File: config.mk
export PLATFORM = sky130hd
export DESIGN_NAME = npc_squarer
export DESIGN_NICKNAME = d
export VERILOG_FILES = /design/src/rtl/npc_pkg.sv /design/src/rtl/npc_squarer.sv
export SDC_FILE = /design/constraint.sdc
export NUM_CORES = 1
export LEC_CHECK = 0
export BUFFER_PORTS_ARGS = -buffer_cell sky130_fd_sc_hd__buf_4
export CAP_MARGIN = 20
export CORE_ASPECT_RATIO = 1.1
export CORE_UTILIZATION = 53
export DETAILED_ROUTE_END_ITERATION = 8
export PLACE_DENSITY = 0.74
export SYNTH_ARGS = -nofsm -noshare
export SYNTH_HDL_FRONTEND = slang
export SYNTH_SLANG_ARGS = --single-unit
File: constraint.sdc
create_clock -name vclk -period 13.1
set_input_delay 0.655 -clock vclk [all_inputs]
set_output_delay 0.655 -clock vclk [all_outputs]
set_load 0.005 [all_outputs]
File: src/rtl/npc_pkg.sv
// Shared widths, codes and helpers for the nearest palette colour search.
package npc_pkg;

  localparam int COLOR_W      = 24;
  localparam int CH_W         = 8;
  localparam int IDX_IN_W     = 5;
  localparam int CFG_W        = 6;
  localparam int SQ_OP_W      = CH_W + 1;
  localparam int SQ_W         = 2 * SQ_OP_W;
  localparam int SQRT_TOP_BIT = SQ_OP_W - 1;
  localparam int BIT_W        = 4;
  localparam int RED_SHIFT    = 16;
  localparam int GREEN_SHIFT  = 8;

  localparam int NPC_DEPTH_DEFAULT = 32;

  localparam logic [CFG_W-1:0] CNT_RESET = CFG_W'(1);

  localparam logic FUNC_WRITE = 1'b0;
  localparam logic FUNC_QUERY = 1'b1;

  typedef logic [COLOR_W-1:0] color_t;
  typedef logic [CH_W-1:0]    chan_t;

  function automatic chan_t chan_absdiff(input chan_t a, input chan_t b);
    chan_t d;
    d = (a > b) ? (a - b) : (b - a);
    return d;
  endfunction

endpackage

File: src/rtl/npc_squarer.sv
// Shared squarer for channel differences and square-root trial roots.
module npc_squarer import npc_pkg::*; (
  input  logic [SQ_OP_W-1:0] op,
  output logic [SQ_W-1:0]    sq
);

  assign sq = SQ_W'(op) * SQ_W'(op);

endmodule

---- Word-level counts from Yosys, hierarchy flattened ----
Cells that the tools add are included.
storage, ports and cells
  register bits after elaboration ......... 0
  bits in latches ......................... 0
  bits in writable memories ............... 0
  memory bits (read-only) ................. 0
  output and inout bits ................... 18
  memories ................................ 0
cells by class
  $add $sub $neg .......................... 0
  $mul .................................... 1
  div/mod/pow operators ................... 0
  magnitude comparators ................... 0
  equality and inequality tests ........... 0
  shift operators ......................... 0
  multiplexer cells ....................... 0
  bitwise gates (word level) .............. 0
  reduce and logical (&&, ||, !) cells .... 0
operators by type and width
  operator                                      number
  9-bit by 9-bit multiplier with 18-bit output  1

---- Logic depth before layout (Yosys ltp) ----
  depth after elaboration ................. 1
  gate-level depth with buffers ........... 17
  mapped depth without buffers ............ 16

---- Worst setup path after synthesis ----
Ideal clock, no wire load.
  kind .................................... in2out
  start point ............................. input port op[2]
  end point ............................... output port sq[17]
  arrival ................................. 4.572 ns
  required time ........................... 12.445 ns
  path slack .............................. 7.873 ns
  stages .................................. 14
  cell sequence ........................... clkbuf_1 > and2_1 > fa_1 > fa_1 > fa_1 > inv_1 > fa_1 > inv_1 > ha_1 > a21oi_2 > o21ai_2 > or4_4 > o221ai_2 > xor2_1
between the ends
  longest elaborated chain between the ends .. 1
RTL lines
  item                                          line              text
  from (decl)                                   npc_squarer.sv:3  input logic [SQ_OP_W-1:0] op,
  9-bit by 9-bit multiplier with 18-bit output  npc_squarer.sv:7  assign sq = SQ_W'(op) * SQ_W'(op);
  to (decl)                                     npc_squarer.sv:4  output logic [SQ_W-1:0] sq
Every way passes these cells.

---- Worst setup path in the final report ----
  start point ............................. input port op[6]
  end point ............................... output port sq[17]
The elaborated chain is that of the path after synthesis.

==> impl_metrics.env <==
export IMPL_total_leakage_power_uw=0.001285
export IMPL_drive_gt1_frac=0.1223
export IMPL_hold_path_class="primary input to output pin"
export IMPL_cts_hold_buffers_added=0
export IMPL_peakVddDrop_uv=227.8
export IMPL_cp_required_ns=12.44
export IMPL_status="finished, final reports clean"
export IMPL_hold_violations=0
export IMPL_synthToLayoutAreaGrowth_pct=10.85
export IMPL_antenna_found_initial=0
export IMPL_mostFrequentLayoutCells="inv_1 (66), fa_1 (34), ha_1 (34)"
export IMPL_synth_area_leader_cell="fa_1"
export IMPL_cp_start_kind="primary input"
export IMPL_grt_overflow_total=0
export IMPL_layout_commonest_cell="inv_1"
export IMPL_fp_dieH_um=68.54
export IMPL_crit_fanout=11
export IMPL_regArea_um2=0
export IMPL_max_freq_mhz=181.9
export IMPL_drc=0
export IMPL_synth_cell_types=36
export IMPL_core_um2=3741
export IMPL_synth_fp_nets=334
export IMPL_vias_per_cell=5.134
export IMPL_io_pins=27
export IMPL_power_total_uw=388.7
export IMPL_critPathKind="primary input to output pin"
export IMPL_final_nets=357
export IMPL_synth_area_um2=2133
export IMPL_rsz0062_at_grt="false"
export IMPL_syn_inst=257
export IMPL_finalSetupViolCount=0
export IMPL_place_congestion=0.9266
export IMPL_power_density_nw_per_um2=164.4
export IMPL_final_core_util=0.6321
export IMPL_synth_area_top_cells="fa_1 (32%), ha_1 (20%), inv_1 (12%)"
export IMPL_wl_per_cell_um=12.42
export IMPL_worstSetupEndpointType="output pin"
export IMPL_port_buffers=26
export IMPL_ant_nets=0
export IMPL_n_antenna_cell=0
export IMPL_dieArea_um2=4283
export IMPL_nFlopsAndLatches=0
export IMPL_first_pass_iters=4
export IMPL_finalWirelength_um=4074
export IMPL_crit_arrival_ns=4.84
export IMPL_grt_pass1_vias=1674
export IMPL_fin_tns_setup_ns=0
export IMPL_dr_total_vias=1684
export IMPL_avgSynthCellArea_um2=8.301
export IMPL_synth_top_area_frac=0.3191
export IMPL_first_iter_violations=55
export IMPL_n_clock_buffer=0
export IMPL_yosysWarnings=0
export IMPL_initial_core_util=0.5702
export IMPL_grtUsageTotal=0.2012
export IMPL_grt_max_degree=12
export IMPL_slew_viol_final=0
export IMPL_dp_hpwl_um=3535
export IMPL_hold_path_cell_count=2
export IMPL_preCtsSetupSlack_ns=7.602
export IMPL_max_cap_violations=0
export IMPL_period_share=0.4196
export IMPL_cts_resized=0
export IMPL_ys_seq_area_frac=0
export IMPL_grt_pass1_wl_um=7017
export IMPL_period_needed_ns=5.496
export IMPL_die_w_um=62.49
export IMPL_worst_slack_ns=7.604
export IMPL_num_rows=23
export IMPL_cts_setup_buffers=0
metrics by stage:
step           hold WS [ns]  cell area (µm²)  instances
6_report              1.571             2365        328
3_3_place_gp          1.553             2365        328
3_5_place_dp          1.562             2365        328
5_1_grt               1.572             2365        328
4_1_cts               1.562             2365        328
2_1_floorplan         1.340             2133        257
synth_stat cells (2+ instances only):
master,number
inv_1,66
fa_1,34
ha_1,34
and2_1,24
nor2_1,16
nand2_1,13
xnor2_1,13
a21oi_1,9
xor2_1,6
nor2b_1,4
o21ai_0,4
a21oi_2,3
clkbuf_1,3
and3_1,2
buf_4,2
nand3_1,2
nor3_1,2
o21a_1,2
per-layer routing:
metal  global-route usage  wire length (µm)
met5                    0                 0
met3                    0                47
met4                    0                 0
met2               0.4226              2276
met1               0.2474              1751
cell type report:
class / count / area, µm²
Multi-Input combinational cell: 186 / 1859
Fill cell: 353 / 1376
Inverter: 66 / 247.7
Timing Repair Buffer: 26 / 195.2
Tap cell: 50 / 62.56
cells by family (layout without fill, tap and decap cells):
group,count (synthesis),count (layout),share of synthesized area
other,1,1,0.001758
XOR/XNOR,19,19,0.07801
AND/OR/NAND/NOR,68,68,0.1677
adder cells (fa/ha/maj),68,68,0.5185
buffers and inverters,71,92,0.1284
AO/OA/AOI/OAI,29,29,0.1009
multiplexers,1,1,0.004692
report_power, final:
part	leakage, µW	internal (µW)	total, µW	switching [µW]
logic	0.00129	196	389	193
clock network	0	0	0	0
registers	0	0	0	0
path summary, 6_finish.rpt:
path	slack (ns)	to	from
max	7.60	sq[17]	op[6]
min	1.57	sq[0]	op[0]
worst max-delay path, cell delays in order:
cell      delay (ns)
buf_4           0.15
inv_1           0.11
nor2_1          0.18
fa_1            0.47
fa_1            0.53
fa_1            0.56
inv_1           0.06
fa_1            0.53
inv_1           0.04
ha_1            0.35
a21oi_2         0.20
o21ai_2         0.09
or4_4           0.48
o221ai_2        0.15
xor2_1          0.16
buf_4           0.13
(Power assumes the default switching activity.)
