`src/rtl/npc_pkg.sv`:
```
// Shared widths, codes and helpers for the nearest palette colour search.
package npc_pkg;

  localparam int COLOR_W      = 24;
  localparam int CH_W         = 8;
  localparam int IDX_IN_W     = 5;
  localparam int CFG_W        = 6;
  localparam int SQ_OP_W      = CH_W + 1;
  localparam int SQ_W         = 2 * SQ_OP_W;
  localparam int SQRT_TOP_BIT = SQ_OP_W - 1;
  localparam int BIT_W        = 4;
  localparam int RED_SHIFT    = 16;
  localparam int GREEN_SHIFT  = 8;

  localparam int NPC_DEPTH_DEFAULT = 32;

  localparam logic [CFG_W-1:0] CNT_RESET = CFG_W'(1);

  localparam logic FUNC_WRITE = 1'b0;
  localparam logic FUNC_QUERY = 1'b1;

  typedef logic [COLOR_W-1:0] color_t;
  typedef logic [CH_W-1:0]    chan_t;

  function automatic chan_t chan_absdiff(input chan_t a, input chan_t b);
    chan_t d;
    d = (a > b) ? (a - b) : (b - a);
    return d;
  endfunction

endpackage

```
`src/rtl/npc_palette_mem.sv`:
```
// Palette table: one write port, one registered read port.
module npc_palette_mem import npc_pkg::*; #(
  parameter int DEPTH = NPC_DEPTH_DEFAULT,
  parameter int IDX_W = (DEPTH > 1) ? $clog2(DEPTH) : 1
) (
  input  logic             clk,
  input  logic             we,
  input  logic [IDX_W-1:0] waddr,
  input  color_t           wdata,
  input  logic [IDX_W-1:0] raddr,
  output color_t           rdata
);

  color_t mem [DEPTH];

  always_ff @(posedge clk) begin
    if (we) begin
      mem[waddr] <= wdata;
    end
  end

  always_ff @(posedge clk) begin
    rdata <= mem[raddr];
  end

endmodule

```
`config.mk`:
```
export PLATFORM = sky130hd
export DESIGN_NAME = npc_palette_mem
export DESIGN_NICKNAME = d
export VERILOG_FILES = /design/src/rtl/npc_pkg.sv /design/src/rtl/npc_palette_mem.sv
export SDC_FILE = /design/constraint.sdc
export NUM_CORES = 1
export LEC_CHECK = 0
export BUFFER_PORTS_ARGS = -buffer_cell sky130_fd_sc_hd__buf_2
export CORE_MARGIN = 2
export CORE_UTILIZATION = 59
export CTS_CLUSTER_SIZE = 28
export DETAILED_ROUTE_END_ITERATION = 7
export HOLD_SLACK_MARGIN = 0.1
export PLACE_DENSITY_LB_ADDON = 0.3
export SYNTH_ARGS = -nofsm -noshare
export SYNTH_HDL_FRONTEND = slang
export SYNTH_SLANG_ARGS = --single-unit
```
`constraint.sdc`:
```
create_clock -name clk -period 4.2 [get_ports clk]
set_clock_uncertainty 0.15 [all_clocks]
set_input_delay 0.21 -clock clk [delete_from_list [all_inputs] [get_ports clk]]
set_output_delay 0.21 -clock clk [all_outputs]
set_load 0.02 [all_outputs]
```
-- Word level (Yosys, flattened, before mapping)
Memories as Yosys holds them, arrays and structs flattened. A register that Yosys moved wholly into a read port is not among the register bits.
Cells that the tools add are included.
- memories: 1
- word-level logic and storage cells: 3
- register bits: 0
- memory bits (writable): 768
- memory list (memory ; depth ; width ; read ports ; clocked after Yosys merged registers in ; wr ports ; line ; text):
    mem ; 32 ; 24 ; 1 ; 1 ; 1 ; npc_palette_mem.sv:14 ; color_t mem [DEPTH];
- muxes and demuxes: 2
- operator list (operator ; count):
    $mux W1 ; 2

-- Logic depth before layout (Yosys ltp)
- depth in word-level cells: 2
- depth in mapped cells: 8

-- Worst setup path before layout
No wires, ideal clock.
- path kind: input -> register
- start point: input waddr[1]
- end point: memory mem[12][0] (netlist bit), enable pin
- path slack: 1.753 ns
- cell stages on the path: 3
- setup time: 0.405 ns
- data arrival time: 1.892 ns
- data required time: 3.645 ns
- buffers on the path: 1
- path through: or3b_2 -> clkbuf_1 -> nor2_1
- RTL lines (what ; line ; text):
    start, declared ; npc_palette_mem.sv:8 ; input logic [IDX_W-1:0] waddr,
    end, declared ; npc_palette_mem.sv:14 ;
Straight into the memory's write port.

==> impl_results.md <==
- Run status: complete, no violations
- Syn. warnings: 0
- CTS buffer count: 75
- CP Capture Type: register
- Crit-path cells: dlygate4sd3_1 -> buf_2 -> nor2b_4 -> buf_4 -> a22o_1 -> nor3_1 -> a31oi_1 -> nand3_1
- Final min period: approximately 2.8 ns
- Library cells used by synthesis: 24
- Post-DRT Antenna Nets: 0
- Core footprint: about 50000 sq um
- Root Buffer: clkbuf_16
- Static leakage: 12.0 nW
- Slew Viols, Final: 0
- CTS Buffer Depth: 3
- Sequential area share after synthesis: 0.772
- Adder-Cell Fraction of Synth Area: 0
- Area grow syn2layout: 12.4%
- Share of cells above drive strength 1: 0.136
- Num ports: 60
- Placed cell areas: roughly 32000 sq um
- Max Freq: ~360 MHz
- Die Width: 231 microns
- Global Route Usage Sum: 0.252
- Pwr per Cell Area: ~470 nW/um^2
- DRT Pass-1 Iters: 5
- Post-synth net total: roughly 1700
- Switching Power: 3.40 mW
- Unrepaired setup endpoints after global routing: no
- First-pass GRT wire length: 98.5 mm
- Pin count of the biggest net entering global routing: a little under 80
- CP Max Fanout: 31
- Worst Path Buf+Inv: 3
- Max cap viols: 0
- Synth Area in XOR/XNOR: 0
- Finish-stage setup viols: 0
- Via Count: 16000
- Fin crit share: 0.667
- Final Wtd Congestion: a little under 0.8
- Slowest CP cell: nor2b_4
- DIE AREA: 53500 sq um
- CTS tree: done
- Post-synthesis compound-gate area fraction: 0.0483
- Crit start category: input pin
- Final Core Density: 0.669
- CTS sink count: 792
- Crit path kind: in2reg
- Synth Area per Inst: around 18 sq um
- Final Hold Viols: 0
- Die span in y: about 230 microns
- Multi-input gate area: 6420 sq um
- Initial antenna violation count: 1
- Slew headroom: 0.434
- P_int: about 13 mW
- Synth Register Bits: between 700 and 800
- DRC viols: 0
- Post_cts resized: 0
- Row count: 83
- Clock latency on the worst-skew pair: 0.60 ns
- CP required: 4.49 ns
- VDD IR-drop max: approximately 0.00029 V
- Post-CTS setup buffers: 0
- Cell Area, Synth: between 30000 and 40000 sq um
- Commonest non-fill, non-tap cells in the layout: 768 x edfxtp_1, 384 x mux2i_1, 75 x clkbuf_16
- Hpwl dp: about 36 mm
- PortBufs: slightly below 60
- Gate power share: 0.053
- Arr. time, crit path: a little over 3 ns
- Reg area: between 20000 and 25000 sq um
- Post-Synth Simple-Gate Area: 0.0329
- Largest family of logic cells by synthesized area: multiplexers
- Setup_tns: 0 ns
- Clock share of power: 0.401
- Fill cells: approximately 3300
- Initial Utilization: 0.595
- Net Sw Frac: 0.210
- Design Area, Final: 34300 sq um
- # hold bufs at CTS: 26
- Vias per cell: a little over 6
- Drt total wl: approximately 67 mm
- Vias in the first global route: roughly 16000
- Clock-pin slew on the worst setup and hold paths: 0.06 ns
- Grt ovf: 0
- Slew at the pin closest to its max-slew limit: between 0.8 and 0.9 ns
- Worst min-delay path category: in2reg
- DR WL/cell: between 20 and 30 microns
- Total power: about 16 mW
- DRT iter0 DRCs: about 1900
- Top Family by Delay on Critical Path: buffers and inverters
- Final #Nets: between 1500 and 2000
- H-Tree Level Count: 3
- Mux cell area share after synthesis: 0.126
- Cells after synthesis: about 1700
- Seq pwr share: 0.545
- Commonest non-fill, non-tap cell in the layout: edfxtp_1
- Max stage delay on crit path: roughly 0.73 ns
routing by layer:
layer / part of all wire / vias up / GRT usage
li1: - / 7016 / -
met1: 0.41 / 8117 / 0.362
met2: 0.47 / 762 / 0.396
met3: 0.091 / 125 / 0.0443
met4: 0.026 / 0 / 0.0843
met5: 0 / - / 0
kinds of logic (layout without fill, tap and decap cells):
group                  Yosys count  after routing
flip-flops                     792            792
other                            0              1
buffers and inverters           98            279
AO/OA/AOI/OAI                  216            216
AND/OR/NAND/NOR                221            221
multiplexers                   384            384
cell usage after synthesis:
cell type  instances  area [sq um]
a21oi_1           72           360
a22o_1            48           420
a22oi_1           72           541
a31oi_1           24           150
and2_1             1          6.26
buf_1              4          15.0
buf_2             29           145
buf_4             13          97.6
buf_6             22           248
clkbuf_1          29           109
clkbuf_4           1          7.51
dfxtp_1           24           480
edfxtp_1         768         23100
mux2i_1          384          3840
nand2_1           74           278
nand2b_1           2          12.5
nand3_1           74           370
nand3b_1           5          37.5
nor2_1            34           128
nor2b_1            2          12.5
nor3_1            24           120
or2_1              1          6.26
or3_1              1          6.26
or3b_2             3          26.3
path summary, 6_finish.rpt:
kind                                            start                    to  slack [ns]  cells after the start
worst max-delay path                         raddr[1]     rdata[17]$_DFF_P_        1.40                      8
worst min-delay path                         waddr[3]  mem[26][6]$_DFFE_PP_        0.16                      3
worst max register to register   mem[5][11]$_DFFE_PP_     rdata[11]$_DFF_P_        2.47                      5
worst min register to register  mem[17][19]$_DFFE_PP_     rdata[19]$_DFF_P_        0.45                      4
state kept, by name, indices dropped and copies added, names as in the netlist:
signal	flops
mem	768
rdata	24
through the flow:
step	worst slack, ns	hold WS (ns)	std cells
final	1.40	0.163	2573
after global routing	1.33	0.199	2572
after CTS	1.49	0.130	2572
after detailed placement	1.38	0.444	2408
after global placement	1.40	0.425	2408
after floorplan	1.75	0.159	1711
tightest hold or removal path, stage by stage:
cell	delay (ns)
buf_2	0.14
nand3b_1	0.21
nor2_2	0.16
power groups by stage:
stage               logic, mW  registers, mW  clock network (mW)
finish                  0.861           8.83                6.50
global route            0.913           8.83                6.87
CTS                     0.855           8.83                6.58
detailed placement      0.829           9.00                   0
global placement        0.809           8.99                   0
floorplan               0.462           9.02                   0
area by class of cell:
class	count	share of cell area
multi-input cells	821	0.187
repair buffers	141	0.0313
flip-flops and latches	792	0.687
clock inverters	35	0.00979
clock buffers	103	0.0593
diodes	1	0.0000730
well taps	680	0.0248
Power figures use the tool's default switching activity.
